[src/design/hjc_pkg.sv]
package hjc_pkg;

  localparam int LOG2_SLOTS = 16;
  localparam int SLOT_DEPTH = 1 << LOG2_SLOTS;
  localparam int IDX_W = LOG2_SLOTS;
  localparam int CNT_W = IDX_W + 1;
  localparam int SB_W = 5;

  localparam logic [31:0] HASH_MULT = 32'd2654435761;
  localparam logic [31:0] RESERVED_KEY = 32'h8000_0000;
  localparam logic [31:0] COUNT_MAX = 32'hFFFF_FFFF;
  localparam logic [62:0] TOTAL_MAX = {63{1'b1}};

  localparam logic [1:0] KIND_BUILD = 2'd0;
  localparam logic [1:0] KIND_PROBE = 2'd1;
  localparam logic [1:0] KIND_CLEAR = 2'd2;

  localparam logic [1:0] ST_OK = 2'd0;
  localparam logic [1:0] ST_FULL = 2'd1;
  localparam logic [1:0] ST_RSVD = 2'd2;

  typedef struct packed {
    logic [1:0]  kind;
    logic [31:0] key;
    logic        end_of_set;
  } in_item_t;

  typedef struct packed {
    logic [31:0] match_count;
    logic [62:0] total_matches;
    logic [1:0]  status;
    logic        answer_ready;
  } out_item_t;

  // controller to datapath
  typedef struct packed {
    logic load;      // latch input item, compute home slot
    logic rd;        // issue read of current slot
    logic advance;   // step to next slot
    logic ins;       // write new entry at current slot
    logic inc;       // increment count at current slot
    logic hit;       // add matched count to total
    logic clr_step;  // clear one valid entry
    logic clr_start;
    logic clr_total;
  } hjc_cmd_t;

  // datapath to controller
  typedef struct packed {
    logic        slot_valid;
    logic        key_eq;
    logic        pass_done;
    logic        clr_done;
    logic [1:0]  kind;
    logic        rsvd;
  } hjc_sts_t;

endpackage

[src/design/hjc_ctrl.sv]
module hjc_ctrl (
  input  logic              clk,
  input  logic              rst_n,
  input  logic              in_valid,
  output logic              in_ready,
  output logic              out_valid,
  input  logic              out_ready,
  output hjc_pkg::hjc_cmd_t cmd,
  input  hjc_pkg::hjc_sts_t sts,
  output logic [1:0]        status_r,
  output logic              eos_r,
  input  logic              in_eos
);

  localparam logic [2:0] S_IDLE = 3'd0;
  localparam logic [2:0] S_DISP = 3'd1;
  localparam logic [2:0] S_READ = 3'd2;
  localparam logic [2:0] S_EVAL = 3'd3;
  localparam logic [2:0] S_CLR  = 3'd4;
  localparam logic [2:0] S_OUT  = 3'd5;
  localparam logic [2:0] S_INIT = 3'd6;

  logic [2:0] state_r, state_nxt;
  logic [1:0] status_nxt;
  logic       eos_nxt;

  assign in_ready = state_r == S_IDLE;
  assign out_valid = state_r == S_OUT;

  always_comb begin
    state_nxt = state_r;
    status_nxt = status_r;
    eos_nxt = eos_r;
    cmd = '0;
    case (state_r)
      S_INIT: begin
        // sweep the valid bits once after reset
        if (sts.clr_done) state_nxt = S_IDLE;
        else cmd.clr_step = 1'b1;
      end
      S_IDLE: begin
        if (in_valid) begin
          cmd.load = 1'b1;
          eos_nxt = in_eos;
          status_nxt = hjc_pkg::ST_OK;
          state_nxt = S_DISP;
        end
      end
      S_DISP: begin
        if (sts.kind == hjc_pkg::KIND_CLEAR) begin
          cmd.clr_start = 1'b1;
          cmd.clr_total = 1'b1;
          state_nxt = S_CLR;
        end else if (sts.kind == hjc_pkg::KIND_BUILD || sts.kind == hjc_pkg::KIND_PROBE) begin
          if (sts.rsvd) begin
            status_nxt = hjc_pkg::ST_RSVD;
            state_nxt = S_OUT;
          end else begin
            state_nxt = S_READ;
          end
        end else begin
          state_nxt = S_OUT;
        end
        if (sts.kind != hjc_pkg::KIND_PROBE) eos_nxt = 1'b0;
      end
      S_READ: begin
        if (sts.pass_done) begin
          if (sts.kind == hjc_pkg::KIND_BUILD) status_nxt = hjc_pkg::ST_FULL;
          state_nxt = S_OUT;
        end else begin
          cmd.rd = 1'b1;
          state_nxt = S_EVAL;
        end
      end
      S_EVAL: begin
        if (!sts.slot_valid) begin
          if (sts.kind == hjc_pkg::KIND_BUILD) cmd.ins = 1'b1;
          state_nxt = S_OUT;
        end else if (sts.key_eq) begin
          if (sts.kind == hjc_pkg::KIND_BUILD) cmd.inc = 1'b1;
          else cmd.hit = 1'b1;
          state_nxt = S_OUT;
        end else begin
          cmd.advance = 1'b1;
          state_nxt = S_READ;
        end
      end
      S_CLR: begin
        if (sts.clr_done) state_nxt = S_OUT;
        else cmd.clr_step = 1'b1;
      end
      S_OUT: begin
        if (out_ready) state_nxt = S_IDLE;
      end
      default: state_nxt = S_IDLE;
    endcase
  end

  always_ff @(posedge clk) begin
    if (!rst_n) begin
      state_r <= S_INIT;
      status_r <= hjc_pkg::ST_OK;
      eos_r <= 1'b0;
    end else begin
      state_r <= state_nxt;
      status_r <= status_nxt;
      eos_r <= eos_nxt;
    end
  end

endmodule

[config.mk]
export PLATFORM = sky130hd
export DESIGN_NAME = hjc_ctrl
export DESIGN_NICKNAME = d
export VERILOG_FILES = /design/src/design/hjc_pkg.sv /design/src/design/hjc_ctrl.sv
export SDC_FILE = /design/constraint.sdc
export NUM_CORES = 1
export LEC_CHECK = 0
export BUFFER_PORTS_ARGS = -buffer_cell sky130_fd_sc_hd__clkbuf_2
export CAP_MARGIN = 5
export CORE_AREA = 2 2 39 41
export DETAILED_ROUTE_END_ITERATION = 12
export DIE_AREA = 0 0 41 43
export HOLD_SLACK_MARGIN = 0.02
export PLACE_DENSITY = 0.77
export SYNTH_ARGS = -nofsm -noshare
export SYNTH_HDL_FRONTEND = slang
export SYNTH_SLANG_ARGS = --single-unit
[constraint.sdc]
create_clock -name clk -period 1.8 [get_ports clk]
set_input_delay 0.27 -clock clk [delete_from_list [all_inputs] [get_ports clk]]
set_output_delay 0.27 -clock clk [all_outputs]
set_load 0.01 [all_outputs]
Word-level counts from Yosys, hierarchy flattened. Index checks and enable logic that the tools add are counted. Widths: inputs -> output; s select.

Multiplexer cells: 37. Shift-type cells: 0. Reductions and logical operators: 9. Bitwise operators: 0. Magnitude comparators: 0. Equality and inequality tests: 19. Multiply operators: 0. Div/mod/pow operators: 0. $add $sub $neg: 0.

Operators with widths (count): $mux 3 (10); $pmux 3 s7 (1); $mux 2 (10); $ne 2x2->1 const B (9); $mux 1 (13); $eq 3x3->1 const B (3); $reduce_and 7->1 (1); $eq 3x2->1 const B (2); $pmux 2 s3 (1); $mux 4 (1); $ne 2x1->1 const B (2); $reduce_and 4->1 (1); $eq 3x1->1 const B (1); $logic_not 3->1 (1); $reduce_and 3->1 (1); $reduce_bool 3->1 (1); $eq 2x1->1 const B (1); $eq 2x2->1 const B (1); $logic_not 2->1 (1); $pmux 1 s2 (1); $reduce_bool 2->1 (1); $reduce_or 2->1 (1); $logic_or 1x1->1 (1).

Memories kept: 0. Memory bits (writable): 0. Logic and storage cells: 68. Register bits after elaboration: 6. Output and inout port bits: 14. Input bits: 12. Bits in latches: 0. ROM bits: 0.

Depth between registers and ports, before layout. Gate-level depths: netlist of run 1.

Depth after elaboration: 5. Gate-level depth with buffers: 6. Gate-level depth less buffers: 4.

Worst setup path after synthesis of run 1. Ideal clock, no wire load.

Path kind: reg2out. From: register state_r[1]. To: output port cmd[1] (netlist bit). Path buffers: 2. Cell stages (with the launch flop): 5. Data arrival time: 1.397 ns. Setup slack: 0.133 ns. Required time: 1.530 ns. Cell sequence: dfxtp_1 > buf_6 > or3b_4 > nor3b_1 > buf_4.

RTL lines: from (decl) (line hjc_ctrl.sv:23) `logic [2:0] state_r, state_nxt;`; from (signal assigned) (line hjc_ctrl.sv:105) `state_r <= state_nxt;`; to (decl) (line hjc_ctrl.sv:8) `output hjc_pkg::hjc_cmd_t cmd,`.

==> impl_metrics.ini, run 1 <==
[cells_and_area]
layout-drive-gt1-share_pct = 43.62
mostFrequentLayoutCells = clkbuf_2 (25), dfxtp_1 (6)
final_net_count = 108
diodes = 0
syn_to_final_growth_pct = 29.43
final_util_pct = 50.90
final_common_cell = clkbuf_2
fillers = 144

[route]
wl_per_cell_um = 11.90
detail-route-antenna-nets = 0
drtIter0Drc = 10
via_per_inst = 5.400
drc = 0
firstDrtPassIters = 5
wl_um = 1309
num_vias = 594

[setup_path]
path_delay_family = simple AND/OR/NAND/NOR gates
max_stage_delay_ns = 0.44
critPathBufInv = 1
crit_chain = or3b_4, nor3b_2, clkbuf_2
cp_slowest_cell = or3b_4
path_class = register to primary output
worst_ep_arrival_time_ns = 1.37
endpoint_kind = primary output
cp-start-kind = register
path_max_fanout = 4
worstPathRequired_ns = 1.53

[grt]
grt_pass1_vias = 495
antenna_found_initial = 0
grt_util_all_layers_pct = 16.82
grt.overflow.total = 0
grt_pass1_wl_um = 2021
grt_max_degree = 15

[clock_network]
clk_latency_ns = 0.24
hold_buffers = 0
cts-htree-levels = 1
cts_sinks = 6
clk_pin_slew_ns = 0.05
root_buffer = clkbuf_4
clk_path_buf_depth = 2
cts_buffers = 3
cts_tree = done

[floorplanning]
start_util_pct = 39.33
core_area_mm2 = 0.001384
std_cell_rows = 14
fp.dieArea_mm2 = 0.001763
dieWidth_um = 41
io_pins = 26
fp.dieH_um = 43

[outcome]
status = complete, no violations

[yosys]
synth.distinct_cells = 34
synth_fp_nets = 79
avgSynthCellArea_um2 = 8.123
async_reset_ff_share_pct = 0
yosysTopAreaCell = dfxtp_1
synth-seq-cells = 6
ys.flop_type = dfxtp_1
syn_area_um2 = 544.3
ys_seq_area_share_pct = 22.07
synthesis.instances = 67
yosys_warnings = 0
netlist.area_leader.share_pct = 22.07
synth_edf_count = 0
synth.area.top_cells = dfxtp_1 (22%), mux2i_1 (9.2%), nor2b_1 (5.7%)

[timing]
period_share_pct = 90.85
tns_ns = 0
period_minus_slack_ns = 1.635
setup-violations-final = 0
slew_headroom_pct = 75.31
final-hold-violation-count = 0
drv_slew = 0
rsz0062_at_grt = false
skew_ns = 0.0006385
max_freq_mhz = 611.5
worst_pin_slew_ns = 0.3670
fin_ws_ns = 0.1648

[pwr]
power.leakage_nw = 0.3180
pwr_density_cell_mw_per_mm2 = 666.2
vdd_ir_drop_max_mv = 0.3851

[place]
dp_hpwl_um = 1050
portBuffers = 25
place_congestion = 0.8318
place_ws_ns = 0.3412

[job]
cap_violations = 0

[hold_path]
hp-class = primary input to register
[repair_timing]
action	4_1_cts	5_1_grt
resized for setup	0	1
setup buffers	0	0
setup endpoints to repair	0	2
[cells by family (layout without fill, tap and decap cells)]
family                 Yosys count  in the layout  share of synthesized area [%]
flip-flops                       6              6                          22.07
multiplexers                     5              5                          9.196
AO/OA/AOI/OAI                   13             13                          18.39
buffers and inverters            9             36                          10.57
AND/OR/NAND/NOR                 34             34                          39.77
[final cells by class]
cell class,instances,area (um2),share of cell area (%)
clock buffers,3,22.52,3.197
inverters,4,15.01,2.131
multi-input cells,52,371.6,52.75
flip-flops and latches,6,120.1,17.05
well taps,16,20.02,2.842
repair buffers,29,155.1,22.02
[stage by stage]
stage / std cells / hold slack, ns / total power [mW] / area (um2)
global route: 110 / 0.2824 / 0.5075 / 704.4
global placement: 107 / 0.4437 / 0.3430 / 676.9
detailed placement: 107 / 0.4560 / 0.3473 / 676.9
finish: 110 / 0.2836 / 0.4693 / 704.4
CTS: 110 / 0.2851 / 0.4696 / 699.4
floorplan: 67 / 0.3411 / 0.2951 / 544.3
[registers in the layout, indices dropped and copies added, names as in the netlist]
| name | count |
|---|---|
| eos_r | 1 |
| status_r | 2 |
| state_r | 3 |
[metal layers]
metal  part of all wire [%]  global-route usage, %  vias to the layer above
met2                     50                  27.50                       21
met5                      0                      0                        -
met4                      0                  6.000                        0
met3                    5.0                  4.712                        0
li1                       -                      -                      299
met1                     45                  19.81                      274
[worst paths after layout]
kind	start	endpoint	slack, ns	cells after the start
worst max-delay path	state_r[1]	cmd[1]	0.16	3
worst min-delay path	rst_n	state_r[2]	0.28	2
worst max register to register	state_r[0]	status_r[1]	0.45	4
worst min register to register	status_r[0]	status_r[0]	0.47	2
[Yosys cell counts (2+ instances only)]
cell type  number
dfxtp_1         6
mux2i_1         5
nand2_1         5
nor2_1          5
nor2b_1         5
inv_1           3
nor3_1          3
o21ai_0         3
a21oi_1         2
a22oi_1         2
buf_4           2
buf_6           2
nand2b_1        2
nor4_1          2
[where the power goes]
part	switching, mW	internal (mW)
Combinational	0.112	0.0805
Sequential	0.00781	0.145
Clock	0.0487	0.0754
Total	0.168	0.301
[worst register-to-register path: stages (launching register included)]
cell      delay (ns)
dfxtp_1         0.31
buf_4           0.18
nand2b_1        0.19
a221oi_2        0.38
mux2i_1         0.23
Power figures use the tool's default switching activity.
==> inputs of run 2 (changes only) <==
==> constraint.sdc (replaced) <==
create_clock -name clk -period 1.8 [get_ports clk]
set_input_delay 0.27 -clock clk [delete_from_list [all_inputs] [get_ports clk]]
set_output_delay 0.27 -clock clk [all_outputs]
set_load 0.005 [all_outputs]
==> impl_metrics.ini, run 2 (synthesized netlist as in run 1, its figures left out) <==
[outcome]
status = complete, no violations

[timing]
drv_slew = 0
worst_pin_slew_ns = 0.3350
period_minus_slack_ns = 1.665
slew_headroom_pct = 77.46
fin_ws_ns = 0.1348
skew_ns = 0.003515
max_freq_mhz = 600.5
setup-violations-final = 0
final-hold-violation-count = 0
hold_slack_ns = 0.2967
rsz0062_at_grt = false
tns_ns = 0
period_share_pct = 92.51

[setup_path]
crit_cells = 3
path_delay_family = simple AND/OR/NAND/NOR gates
cp_slowest_cell = or3b_4
crit_chain = or3b_4, nor3b_2, clkbuf_2
path_max_fanout = 14
max_stage_delay_ns = 0.44
endpoint_kind = primary output
worst_r2r_path_depth = 4
cp-start-kind = register
worstPathRequired_ns = 1.53
worst_ep_arrival_time_ns = 1.40
critPathBufInv = 1
path_class = register to primary output

[hold_path]
hold_depth = 2
hp-class = primary input to register

[job]
cap_violations = 0

[place]
dp_hpwl_um = 1053
placedCellCount = 106
place_congestion = 0.7851
portBuffers = 25
place_ws_ns = 0.2308

[pwr]
intPower_mw = 0.2980
pwr_density_cell_mw_per_mm2 = 660.1
power.leakage_nw = 0.3132
power.clock.fraction_pct = 26.9
p_comb_share_pct = 38.3
total_power_mw = 0.4609
switching_share_pct = 35.35
seqPwrFrac_pct = 34.8
p_switching_mw = 0.1629
vdd_ir_drop_max_mv = 0.4276

[cells_and_area]
final_net_count = 107
largest_reg_flops = 3
regMostFlops = state_r
final_cells = 109
largestRegisters = state_r x3, status_r x2, eos_r x1
diodes = 0
syn_to_final_growth_pct = 28.28
final_common_cell = clkbuf_2
layout-drive-gt1-share_pct = 44.09

[floorplanning]
dieWidth_um = 41
core_area_mm2 = 0.001384
start_util_pct = 39.33
fp.dieH_um = 43
io_pins = 26
std_cell_rows = 14
fp.dieArea_mm2 = 0.001763

[clock_network]
post_cts_buffers = 0
cts_sinks = 6
clk_latency_ns = 0.24
cts_tree = done
root_buffer = clkbuf_4
clk_path_buf_depth = 2
cts-htree-levels = 1
clk_pin_slew_ns = 0.05
cts_buffers = 3

[grt]
grt_pass1_vias = 505
grt_max_degree = 15
grt_pass1_wl_um = 1987
antenna_found_initial = 0
grt_util_all_layers_pct = 16.21
grt.overflow.total = 0

[route]
drc = 0
firstDrtPassIters = 4
num_vias = 581
detail-route-antenna-nets = 0
wl_per_cell_um = 12.26
via_per_inst = 5.330
wl_um = 1336
drtIter0Drc = 19
## run 2: cell count changes in the layout (fill, tap and decap cells not counted)
cell	change
dfxtp_1	-1
buf_4	-1
dfxtp_2	+1
## run 2: area by class of cell
| class | count | area [um2] |
|---|---|---|
| repair buffers | 28 | 147.6 |
| flip-flops and latches | 6 | 121.4 |
| multi-input cells | 52 | 371.6 |
| well taps | 16 | 20.02 |
| clock buffers | 3 | 22.52 |
| inverters | 4 | 15.01 |
| fillers | 153 | 685.7 |
## run 2: final timing paths
kind                from           to  slack (ns)
min                rst_n   state_r[2]        0.30
max           state_r[1]       cmd[1]        0.13
max reg2reg   state_r[0]  status_r[0]        0.46
min reg2reg  status_r[0]  status_r[0]        0.47
## run 2: stage by stage
step / util [%] / area [um2]
floorplan: - / 544.3
global placement: 48.37 / 669.4
detailed placement: 48.37 / 669.4
CTS: 50.09 / 693.2
global route: 50.45 / 698.2
finish: 50.45 / 698.2
## run 2: repair_timing
item	in CTS	in global routing
resized for setup	1	1
hold buffers	0	0
endpoints found under the setup margin	2	2
hold endpoints to repair	0	0
## run 2: layer usage
metal | vias up | part of all wire (%) | global-route usage, %
met5 | - | 0 | 0
li1 | 293 | - | -
met3 | 2 | 7.4 | 3.665
met4 | 0 | 0.67 | 3.333
met2 | 23 | 51 | 29.69
met1 | 263 | 41 | 17.53
## run 2: power groups by stage
stage / Combinational (mW) / Sequential, mW / Clock [mW]
final: 0.177 / 0.160 / 0.124
after global routing: 0.194 / 0.162 / 0.145
after CTS: 0.176 / 0.160 / 0.131
after detailed placement: 0.175 / 0.162 / 0
after global placement: 0.173 / 0.161 / 0
after floorplan: 0.136 / 0.155 / 0
